==> src/rtl/bpa_pkg.sv <==
// Buddy page allocator: shared constants, codes and controller/datapath types.
// No dependencies.
package bpa_pkg;

  localparam int unsigned NUM_PAGES  = 65536;
  localparam int unsigned NUM_ORDERS = 11;
  localparam int unsigned PAGE_W     = 16;
  localparam int unsigned ORDER_W    = 4;
  localparam int unsigned LINK_W     = PAGE_W + 1;
  localparam int unsigned META_W     = ORDER_W + 1;
  localparam int unsigned ORD_IDX_W  = $clog2(NUM_ORDERS);

  typedef enum logic [1:0] {
    REQ_ALLOC    = 2'd0,
    REQ_FREE     = 2'd1,
    REQ_FREE_BLK = 2'd2
  } bpa_req_e;

  typedef enum logic [1:0] {
    STAT_OK       = 2'd0,
    STAT_NO_BLOCK = 2'd1,
    STAT_REJECT   = 2'd2
  } bpa_status_e;

  typedef enum logic [3:0] {
    S_CLEAR, S_IDLE, S_DISPATCH, S_A_SCAN, S_UL_RD, S_UL_WR, S_SPLIT,
    S_PUSH1, S_PUSH2, S_A_FIN, S_F_RD, S_F_CHK, S_M_RD, S_M_CHK, S_DONE
  } bpa_state_e;

  typedef enum logic [3:0] {
    CMD_CLEAR, CMD_LOAD, CMD_NONE, CMD_SCAN, CMD_UL_RD, CMD_UL_WR, CMD_SPLIT,
    CMD_PUSH1, CMD_PUSH2, CMD_A_FIN, CMD_F_RD, CMD_F_CHK, CMD_M_RD, CMD_M_CHK,
    CMD_OUT
  } bpa_cmd_e;

  typedef struct packed {
    logic clr_done;
    logic is_alloc;
    logic is_free;
    logic ord_bad;
    logic head_hit;
    logic scan_end;
    logic split_more;
    logic free_ok;
    logic merge_top;
    logic merge_ok;
    logic out_free;
  } bpa_stat_t;

endpackage

==> src/rtl/bpa_ctrl.sv <==
// Allocator sequencer: walks scan, unlink, split, push and merge steps.
// Depends on bpa_pkg.
module bpa_ctrl (
  input  logic               clk_i,
  input  logic               rst_ni,
  input  logic               in_valid_i,
  input  bpa_pkg::bpa_stat_t stat_i,
  output logic               in_ready_o,
  output bpa_pkg::bpa_cmd_e  cmd_o
);
  bpa_pkg::bpa_state_e state_q, state_d;

  always_ff @(posedge clk_i or negedge rst_ni) begin
    if (!rst_ni) begin
      state_q <= bpa_pkg::S_CLEAR;
    end else begin
      state_q <= state_d;
    end
  end

  always_comb begin
    state_d = state_q;
    unique case (state_q)
      bpa_pkg::S_CLEAR:    if (stat_i.clr_done) state_d = bpa_pkg::S_IDLE;
      bpa_pkg::S_IDLE:     if (in_valid_i) state_d = bpa_pkg::S_DISPATCH;
      bpa_pkg::S_DISPATCH: begin
        if (stat_i.is_alloc && !stat_i.ord_bad) state_d = bpa_pkg::S_A_SCAN;
        else if (stat_i.is_free)                state_d = bpa_pkg::S_F_RD;
        else                                    state_d = bpa_pkg::S_DONE;
      end
      bpa_pkg::S_A_SCAN: begin
        if (stat_i.head_hit)      state_d = bpa_pkg::S_UL_RD;
        else if (stat_i.scan_end) state_d = bpa_pkg::S_DONE;
      end
      bpa_pkg::S_UL_RD:    state_d = bpa_pkg::S_UL_WR;
      bpa_pkg::S_UL_WR:    state_d = stat_i.is_alloc ? bpa_pkg::S_SPLIT : bpa_pkg::S_M_RD;
      bpa_pkg::S_SPLIT:    state_d = stat_i.split_more ? bpa_pkg::S_PUSH1 : bpa_pkg::S_A_FIN;
      bpa_pkg::S_PUSH1:    state_d = bpa_pkg::S_PUSH2;
      bpa_pkg::S_PUSH2:    state_d = stat_i.is_alloc ? bpa_pkg::S_SPLIT : bpa_pkg::S_DONE;
      bpa_pkg::S_A_FIN:    state_d = bpa_pkg::S_DONE;
      bpa_pkg::S_F_RD:     state_d = bpa_pkg::S_F_CHK;
      bpa_pkg::S_F_CHK:    state_d = stat_i.free_ok ? bpa_pkg::S_M_RD : bpa_pkg::S_DONE;
      bpa_pkg::S_M_RD:     state_d = stat_i.merge_top ? bpa_pkg::S_PUSH1 : bpa_pkg::S_M_CHK;
      bpa_pkg::S_M_CHK:    state_d = stat_i.merge_ok ? bpa_pkg::S_UL_RD : bpa_pkg::S_PUSH1;
      bpa_pkg::S_DONE:     if (stat_i.out_free) state_d = bpa_pkg::S_IDLE;
      default:             state_d = bpa_pkg::S_IDLE;
    endcase
  end

  always_comb begin
    in_ready_o = 1'b0;
    cmd_o      = bpa_pkg::CMD_NONE;
    unique case (state_q)
      bpa_pkg::S_CLEAR:    cmd_o = bpa_pkg::CMD_CLEAR;
      bpa_pkg::S_IDLE: begin
        in_ready_o = 1'b1;
        cmd_o      = bpa_pkg::CMD_LOAD;
      end
      bpa_pkg::S_DISPATCH: cmd_o = bpa_pkg::CMD_NONE;
      bpa_pkg::S_A_SCAN:   cmd_o = bpa_pkg::CMD_SCAN;
      bpa_pkg::S_UL_RD:    cmd_o = bpa_pkg::CMD_UL_RD;
      bpa_pkg::S_UL_WR:    cmd_o = bpa_pkg::CMD_UL_WR;
      bpa_pkg::S_SPLIT:    cmd_o = bpa_pkg::CMD_SPLIT;
      bpa_pkg::S_PUSH1:    cmd_o = bpa_pkg::CMD_PUSH1;
      bpa_pkg::S_PUSH2:    cmd_o = bpa_pkg::CMD_PUSH2;
      bpa_pkg::S_A_FIN:    cmd_o = bpa_pkg::CMD_A_FIN;
      bpa_pkg::S_F_RD:     cmd_o = bpa_pkg::CMD_F_RD;
      bpa_pkg::S_F_CHK:    cmd_o = bpa_pkg::CMD_F_CHK;
      bpa_pkg::S_M_RD:     cmd_o = bpa_pkg::CMD_M_RD;
      bpa_pkg::S_M_CHK:    cmd_o = bpa_pkg::CMD_M_CHK;
      bpa_pkg::S_DONE:     cmd_o = bpa_pkg::CMD_OUT;
      default:             cmd_o = bpa_pkg::CMD_NONE;
    endcase
  end
endmodule

==> config.mk <==
export PLATFORM = sky130hd
export DESIGN_NAME = bpa_ctrl
export DESIGN_NICKNAME = d
export VERILOG_FILES = /design/src/rtl/bpa_pkg.sv /design/src/rtl/bpa_ctrl.sv
export SDC_FILE = /design/constraint.sdc
export NUM_CORES = 1
export LEC_CHECK = 0
export ABC_AREA = 1
export BUFFER_PORTS_ARGS = -buffer_cell sky130_fd_sc_hd__buf_4
export CAP_MARGIN = 0
export CORE_AREA = 2 2 39 41
export DETAILED_ROUTE_END_ITERATION = 6
export DIE_AREA = 0 0 41 43
export PLACE_DENSITY_LB_ADDON = 0.12
export SYNTH_ARGS = -nofsm -noshare
export SYNTH_HDL_FRONTEND = slang
export SYNTH_SLANG_ARGS = --single-unit
==> constraint.sdc <==
create_clock -name clk_i -period 1.65 [get_ports clk_i]
set_input_delay 0.2475 -clock clk_i [delete_from_list [all_inputs] [get_ports clk_i]]
set_output_delay 0.2475 -clock clk_i [all_outputs]
set_load 0.02 [all_outputs]
==> results of run 1 <==
-- per-stage QoR --
stage                     power [mW]  instances  hold slack (ns)  setup WS, ns  utilization
final                           1.21        135            0.306         0.149        0.500
after global routing            1.35        135            0.327        0.0168        0.500
after CTS                       1.23        135            0.301         0.132        0.500
after detailed placement        1.09        131           0.0439         0.187        0.475
after global placement          1.10        131           0.0449         0.171        0.475
after floorplan                0.837         98          -0.0481         0.416            -
-- layout make-up --
cell class / instances / share of cell area
flip-flops and latches: 4 / 0.145
inverters: 15 / 0.0814
repair buffers: 19 / 0.210
clock buffers: 3 / 0.0325
well taps: 16 / 0.0289
multi-input cells: 78 / 0.503
-- worst paths after layout --
path,endpoint,slack (ns),depth (start not counted)
min in group asynchronous,state_q[3]$_DFFE_PN0P_,0.35,2
hold / removal,state_q[3]$_DFFE_PN0P_,0.31,4
hold reg to reg,state_q[1]$_DFFE_PN0P_,0.60,2
setup reg to reg,state_q[2]$_DFFE_PN0P_,0.29,7
max in group asynchronous,state_q[0]$_DFFE_PN0P_,1.20,2
setup / recovery,in_ready_o,0.15,4
-- critical path, delay by kind of cell (launching register included) --
family                 cells  cell delay (ns)
flip-flops                 1             0.42
AND/OR/NAND/NOR            2             0.41
buffers and inverters      2             0.19
-- layer usage --
metal	global-route usage	up-vias	wire length [um]
met2	0.275	26	633
met1	0.250	273	577
met3	0	0	90
met4	0.0600	0	0
li1	-	346	-
met5	0	-	0
-- repair_timing --
item,4_1_cts,5_1_grt
endpoints found under the setup margin,1,0
hold endpoints to repair,4,0
hold buffers,1,0
resized for setup,1,0
-- Yosys cell counts, drive strengths merged --
library cell	instances	share of area
inv	15	0.11
nand3	12	0.12
nand3b	3	0.045
o21ai	5	0.057
clkbuf	1	0.0074
nor3	1	0.0099
a21oi	2	0.020
nand2	37	0.28
dfrtp	4	0.20
nor2	18	0.15
-- where the power goes --
group          leakage [nW]  switching [mW]  internal, mW
Combinational         0.365           0.564         0.304
Sequential           0.0490          0.0760         0.153
Clock                0.0138          0.0337        0.0809
Total                 0.428           0.674         0.538
-- kinds of logic after synthesis --
logic type,synth area share
AO/OA/AOI/OAI,0.0767
buffers and inverters,0.119
flip-flops,0.198
AND/OR/NAND/NOR,0.606
==> results by group, run 1 <==
CTS
  – Post CTS Setup Buffer Count: 0
  – Worst-path clk slew: 0.04 ns
  – Maximum clock path buffer count: 2
  – Clock Tree Root: clkbuf_4
  – Clk Latency, worst-skew pair: 0.23 ns
  – CTS tree: yes
  – Clock sink count: 4
  – H-tree levels: 1
  – CTS buffer count: 3

Setup path
  – Critical-path top delay cell: dfrtp_1
  – FF-to-FF Start: state_q[1]$_DFFE_PN0P_
  – Max incr delay on CP: 0.42 ns
  – Crit Path Max Fanout: 7
  – Startpoint Class: flop
  – Crit path required time: 1.40 ns
  – Critical Path Start: state_q[3]$_DFFE_PN0P_
  – Crit-path cells: nor2_2 -> nand2_2 -> inv_1 -> buf_4
  – Crit path arrival time: 1.25 ns
  – CP Capture Type: output pin
  – Crit Path Category: flop to output pin

Timing
  – Worst rel slew slack: 0.765
  – Final setup viols: 0
  – Total negative slack: 0 ns
  – Skew final: 0.00284 ns
  – Final period util: 0.910
  – Slew Limit Fails: 0
  – Unrepaired setup endpoints after global routing: no
  – Final hold viol count: 0
  – Fmax: 666 MHz
  – Least-Margin Pin Slew: 0.352 ns
  – Min cycle time layout: 1.50 ns

Finish
  – Max reg flops: 4
  – Top flop regs: state_q x4
  – Most frequent cells in the layout: nand2_1, buf_4, nor2_1
  – FF/Latch Area: 100 um^2
  – Largest reg by FF count: state_q
  – Layout cells sized above 1: 0.252
  – Fillcell total: 158
  – Antenna diode count: 0
  – Multi-input logic area: 348 um^2
  – Nets: 135
  – Most common cell after layout, fill and taps aside: nand2_1
  – Syn-to-layout area delta: 36.9%
  – Final Cell Area: 692 um^2

Detailed routing
  – First-pass iteration count of the detailed router: 4
  – First DRT Iteration DRCs: 32
  – Routed wire length: 1300 um
  – Drt drc: 0
  – Via density per instance: 4.78
  – Post-DRT Antenna Nets: 0
  – Routed WL per cell: 9.64 um
  – Via count: 645

Synthesis
  – Yosys cell types: 15
  – Synth warn: 0
  – #FFs+latches synth: 4
  – Cell count after synthesis: 98
  – Netlist Area Pre-Place: 505 um^2
  – Seq/Total Area, Yosys: 0.198
  – Syn avg cell area: 5.16 um^2
  – Synth Net Count: 112

Pwr
  – Power per cell area: 1750 nW/um^2
  – Worst vdd ir: 0.950 mV
  – Leakage: 0.428 nW

Die
  – FP Rows: 14
  – Core Area: 1380 um^2
  – Die area: 1760 um^2
  – Die Y: 43 um
  – Die X: 41 um
  – Initial Util: 0.365
  – Top Ports: 19

Global route
  – Grt ovf: 0
  – Initial antenna violation count: 0
  – Largest net degree at the start of global routing: 8
  – Gr usage total: 0.175
  – Vias in the first global route: 575
  – First-pass GRT wire length: 2210 um

Placed design
  – HPWL after DPL: 1070 um
  – GPL Wtd Cong: 0.931
  – DP Area: 657 um^2
  – PortBufs: 18

Hold path
  – Min-delay src: stat_i[0]
  – Worst min path class: primary input to flop

Run
  – MaxCap Viol Count: 0

Run status
  – Status: complete, no violations
No activity file was read; power rests on OpenSTA's default activity.
==> run 2, diff against run 1 <==
Clock period 1.65 ns to 1.5 ns, I/O delays scaled along.
==> run 2 against run 1 <==
Against the previous run: count of clock-buffer cells in the layout unchanged; core utilization increased by 2.3 points; register-to-register slack got worse by 0.10 ns; wire length increased by 4.1%; critical endpoint is now cmd_o[2]; cell area grew 4.5%; first-iteration DRC count decreased by 84%; setup slack lost 0.059 ns; power rose by 17%; clock skew shrank 0.0011 ns.
==> results by group, run 2 (synthesis results as in run 1) <==
Run status
  – Status: complete, no violations

CTS
  – Worst-path clk slew: 0.04 ns
  – Clock Tree Root: clkbuf_4
  – CTS tree: yes
  – Maximum clock path buffer count: 2
  – Clock sink count: 4
  – H-tree levels: 1
  – CTS buffer count: 3
  – Clk Latency, worst-skew pair: 0.23 ns

Detailed routing
  – Post-DRT Antenna Nets: 0
  – Routed WL per cell: 9.81 um
  – First-pass iteration count of the detailed router: 4
  – Drt drc: 0
  – Via count: 656
  – Routed wire length: 1350 um
  – Via density per instance: 4.75
  – First DRT Iteration DRCs: 5

Setup path
  – Max incr delay on CP: 0.45 ns
  – Crit Path Max Fanout: 6
  – Critical-path top delay cell: dfrtp_2
  – Crit path arrival time: 1.18 ns
  – Crit path required time: 1.27 ns
  – Startpoint Class: flop
  – Crit-path cells: nand2_2 -> inv_1 -> a21oi_1 -> buf_4
  – CP Capture Type: output pin
  – Crit Path Category: flop to output pin

Global route
  – Largest net degree at the start of global routing: 8
  – Initial antenna violation count: 0
  – Routing usage on met2: 0.275
  – GRT busiest layer: met2
  – Vias in the first global route: 557
  – M3 GR Usage: 0.0314
  – Grt ovf: 0
  – First-pass GRT wire length: 2260 um
  – Met1 Use GR: 0.257
  – Gr usage total: 0.186

Finish
  – Top flop regs: state_q x4
  – Most common cell after layout, fill and taps aside: nand2_1
  – Fillcell total: 154
  – Largest reg by FF count: state_q
  – Syn-to-layout area delta: 43.1%
  – Final std cells w/o fill: 138
  – Layout cells sized above 1: 0.295
  – Max reg flops: 4
  – Antenna diode count: 0
  – Nets: 138
  – Most frequent cells in the layout: nand2_1, buf_4, nor2_1

Placed design
  – Placed Cells: 133
  – PortBufs: 18
  – GPL Wtd Cong: 0.837
  – HPWL after DPL: 1120 um

Timing
  – Fmax: 709 MHz
  – Slew Limit Fails: 0
  – Least-Margin Pin Slew: 0.306 ns
  – Skew final: 0.00178 ns
  – Total negative slack: 0 ns
  – Final setup viols: 0
  – Min cycle time layout: 1.41 ns
  – Unrepaired setup endpoints after global routing: no
  – Final hold viol count: 0
  – Worst rel slew slack: 0.795
  – Final period util: 0.940

Pwr
  – Combinational share of power: 0.722
  – NetSw: 762 uW
  – Internal Dissipation: 658 uW
  – Sequential share of power: 0.188
  – Worst vdd ir: 1.16 mV
  – Leakage: 0.441 nW
  – Sw frac: 0.537
  – Power per cell area: 1960 nW/um^2
  – Clock share of power: 0.089

Hold path
  – Worst min path class: primary input to flop

Die
  – Top Ports: 19
  – FP Rows: 14
  – Die Y: 43 um
  – Die X: 41 um
  – Die area: 1760 um^2
  – Core Area: 1380 um^2
  – Initial Util: 0.365

Run
  – MaxCap Viol Count: 0
==> run 2: worst max-delay path: cells and delay by family (launching register included) <==
| kind | cells | cell delay (ns) |
|---|---|---|
| buffers and inverters | 2 | 0.25 |
| AND/OR/NAND/NOR | 1 | 0.10 |
| flip-flops | 1 | 0.45 |
| AO/OA/AOI/OAI | 1 | 0.15 |
==> run 2: final cells by class <==
class	instances	area [um^2]	area share
clock buffers	3	22.5	0.0311
well taps	16	20.0	0.0277
multi-input cells	78	353	0.488
inverters	15	56.3	0.0779
repair buffers	22	168	0.232
flip-flops and latches	4	104	0.144
==> run 2: power groups by stage <==
stage                     Sequential (mW)  Clock [mW]  Combinational (mW)
after global routing                0.281       0.139                1.17
after floorplan                     0.235           0               0.686
final                               0.268       0.126                1.03
after global placement              0.251           0                1.01
after detailed placement            0.252           0                1.01
after CTS                           0.256       0.135                1.02
==> run 2: path summary, 6_finish.rpt <==
kind                                         from                endpoint  slack [ns]  cells after the start
min reg2reg                state_q[0]$_DFFE_PN0P_  state_q[0]$_DFFE_PN0P_        0.58                      2
min                                     stat_i[0]  state_q[2]$_DFFE_PN0P_        0.30                      4
max in group asynchronous                  rst_ni  state_q[2]$_DFFE_PN0P_        1.07                      2
max reg2reg                state_q[3]$_DFFE_PN0P_  state_q[1]$_DFFE_PN0P_        0.19                      8
min in group asynchronous                  rst_ni  state_q[0]$_DFFE_PN0P_        0.32                      2
max                        state_q[1]$_DFFE_PN0P_                cmd_o[2]        0.09                      4
==> run 2: routing by layer <==
metal | vias up | share of wire
met2 | 12 | 0.51
met4 | 0 | 0
li1 | 350 | -
met5 | - | 0
met3 | 0 | 0.042
met1 | 294 | 0.45
==> run 2: through the flow <==
stage	power [mW]	hold slack, ns	util	setup WS (ns)	cell area (um^2)
finish	1.42	0.298	0.523	0.0901	723
global route	1.59	0.311	0.523	0.00576	723
CTS	1.41	0.295	0.513	0.00345	709
detailed placement	1.26	0.0239	0.486	0.165	672
global placement	1.26	0.0225	0.486	0.165	672
floorplan	0.921	-0.0706	-	0.266	505
==> run 2: what timing repair did <==
item,in CTS,in global routing
cloned,0,0
gates resized for setup,1,4
setup buffers,0,1
hold buffers,1,0
hold endpoints to repair,4,0
endpoints found under the setup margin,1,3
==> run 3, diff against run 2 <==
Settings changed: ABC_AREA 1 to default.
==> run 3 against run 2 <==
Against the previous run: clock skew is essentially flat; sequential power is 4% lower; core utilization is 4.5 points higher; register-to-register slack got worse by 0.15 ns; flip-flop and latch count unchanged; combinational power increased by 29%; global-route usage increased by 0.38 points; largest cell class unchanged; highest routed layer unchanged.
==> results by group, run 3 <==
Pwr
  – Worst vdd ir: 1.09 mV
  – NetSw: 748 uW
  – Sw frac: 0.436
  – Leakage: 0.338 nW
  – Clock share of power: 0.076
  – Power per cell area: 2180 nW/um^2
  – Sequential share of power: 0.150
  – Internal Dissipation: 968 uW
  – Combinational share of power: 0.775

Finish
  – Most frequent cells in the layout: buf_4, inv_1, nand2b_1, a21oi_1
  – Syn-to-layout area delta: 59.8%
  – Final std cells w/o fill: 107
  – Layout cells sized above 1: 0.473
  – Top flop regs: state_q x4
  – Largest reg by FF count: state_q
  – Most common cell after layout, fill and taps aside: buf_4
  – Nets: 107
  – Max reg flops: 4
  – Fillcell total: 151
  – Antenna diode count: 0

Timing
  – Total negative slack: 0 ns
  – WHS: 0.321 ns
  – Worst rel slew slack: 0.754
  – Unrepaired setup endpoints after global routing: yes
  – Skew final: 0.00225 ns
  – Final period util: 0.994
  – Least-Margin Pin Slew: 0.367 ns
  – Slew Limit Fails: 0
  – Final hold viol count: 0
  – Fmax: 671 MHz
  – Worst Setup Slack, final: 0.00903 ns
  – Final setup viols: 0
  – Min cycle time layout: 1.49 ns

Synthesis
  – Seq/Total Area, Yosys: 0.204
  – Largest area contributor in the netlist: dfrtp_1
  – Synth warn: 0
  – Syn avg cell area: 7.68 um^2
  – Commonest cells post-synth: a21oi_1, dfrtp_1, inv_1, nand2b_1
  – EDFF count, synth: 0
  – #FFs+latches synth: 4
  – Ys async rst share: 1.00
  – Synth Net Count: 78
  – Most common flop cell mapped by yosys: dfrtp_1
  – Yosys cell types: 33
  – Synth area leaders: dfrtp_1, a21oi_1, o32ai_1, nand2b_1, o21bai_1
  – Synth top area share: 0.204
  – Netlist Area Pre-Place: 492 um^2
  – Cell count after synthesis: 64
  – Count leader, synth: a21oi_1

Die
  – Top Ports: 19
  – Die X: 41 um
  – Die area: 1760 um^2
  – Die Y: 43 um
  – FP Rows: 14
  – Initial Util: 0.355
  – Core Area: 1380 um^2

Placed design
  – Placed Cells: 101
  – GPL Wtd Cong: 0.769
  – PortBufs: 18
  – Pre-CTS setup slack: 0.0423 ns
  – HPWL after DPL: 1070 um

Detailed routing
  – First-pass iteration count of the detailed router: 3
  – Routed wire length: 1340 um
  – Drt drc: 0
  – Via density per instance: 5.36
  – Routed WL per cell: 12.5 um
  – Via count: 574
  – Post-DRT Antenna Nets: 0
  – First DRT Iteration DRCs: 9

Setup path
  – Crit path arrival time: 1.27 ns
  – Startpoint Class: flop
  – Crit Path Category: flop to output pin
  – CP Capture Type: output pin
  – Crit path required time: 1.27 ns
  – Crit Path Max Fanout: 5

Run status
  – Status: complete, no violations

Global route
  – Gr usage total: 0.190
  – Vias in the first global route: 545
  – First-pass GRT wire length: 2260 um
  – Grt ovf: 0
  – Largest net degree at the start of global routing: 12
  – Initial antenna violation count: 0

CTS
  – Maximum clock path buffer count: 2
  – Clock sink count: 4
  – Worst-path clk slew: 0.04 ns
  – Clock Tree Root: clkbuf_4
  – H-tree levels: 1
  – CTS buffer count: 3
  – CTS tree: yes
  – Clk Latency, worst-skew pair: 0.23 ns

Hold path
  – Worst min path class: primary input to flop

Run
  – MaxCap Viol Count: 0
## run 3: cell count changes after synthesis, moves of 3 or more
cell,previous run,this run
o21bai_1,0,3
o32ai_1,0,3
buf_2,0,3
a21oi_1,2,6
nand3_1,12,3
nor2_2,3,0
nor2_1,15,3
nand2b_1,0,4
inv_1,13,4
nand2_1,35,2
## run 3: metrics by stage
step | power [mW] | area, um^2 | utilization
2_1_floorplan | 1.00 | 492 | -
3_3_place_gp | 1.46 | 706 | 0.510
3_5_place_dp | 1.46 | 706 | 0.510
4_1_cts | 1.70 | 773 | 0.559
5_1_grt | 1.87 | 786 | 0.568
6_report | 1.72 | 786 | 0.568
## run 3: logic make-up after synthesis
group                  synth area share
buffers and inverters            0.0839
muxes                            0.0433
AOI/OAI and AO/OA                 0.349
DFF                               0.204
and+or+nand+nor                   0.321
## run 3: repair_timing
item | 4_1_cts | 5_1_grt
cloned | 0 | 0
hold buffers | 1 | 0
endpoints found under the setup margin | 3 | 7
resized for setup | 6 | 5
pin swaps | 2 | 3
hold endpoints to repair | 4 | 0
setup buffers | 2 | 0
## run 3: worst max-delay path, cell delays in order (launching register included)
cell,delay (ns)
dfrtp_1,0.41
or3_4,0.42
nor2_4,0.09
buf_6,0.12
## run 3: cell type report
type	count	area [um^2]	area share
inverter	4	15.0	0.0191
timing repair buffer	29	249	0.317
sequential	4	104	0.132
tap	16	20.0	0.0255
multi-input combinational	51	375	0.478
clock buffer	3	22.5	0.0287
## run 3: per-layer routing
metal,share of wire,global-route usage
met5,0,0
met4,0,0.100
met2,0.53,0.284
met3,0.021,0.0314
met1,0.45,0.250
## run 3: worst paths after layout
check,slack [ns],depth (start not counted),end,startpoint
setup / recovery,0.009,3,in_ready_o,state_q[1]$_DFFE_PN0P_
hold / removal,0.32,3,state_q[2]$_DFFE_PN0P_,stat_i[0]
setup reg to reg,0.04,4,state_q[0]$_DFFE_PN0P_,state_q[1]$_DFFE_PN0P_
hold reg to reg,0.72,3,state_q[1]$_DFFE_PN0P_,state_q[1]$_DFFE_PN0P_
max in group asynchronous,1.05,2,state_q[3]$_DFFE_PN0P_,rst_ni
min in group asynchronous,0.33,2,state_q[1]$_DFFE_PN0P_,rst_ni
## run 3: power by group through the flow
| stage | logic, mW | registers (mW) | clock network, mW |
|---|---|---|---|
| 2_1_floorplan | 0.774 | 0.226 | 0 |
| 3_3_place_gp | 1.21 | 0.246 | 0 |
| 3_5_place_dp | 1.21 | 0.248 | 0 |
| 4_1_cts | 1.30 | 0.250 | 0.141 |
| 5_1_grt | 1.46 | 0.271 | 0.139 |
| 6_report | 1.33 | 0.257 | 0.130 |
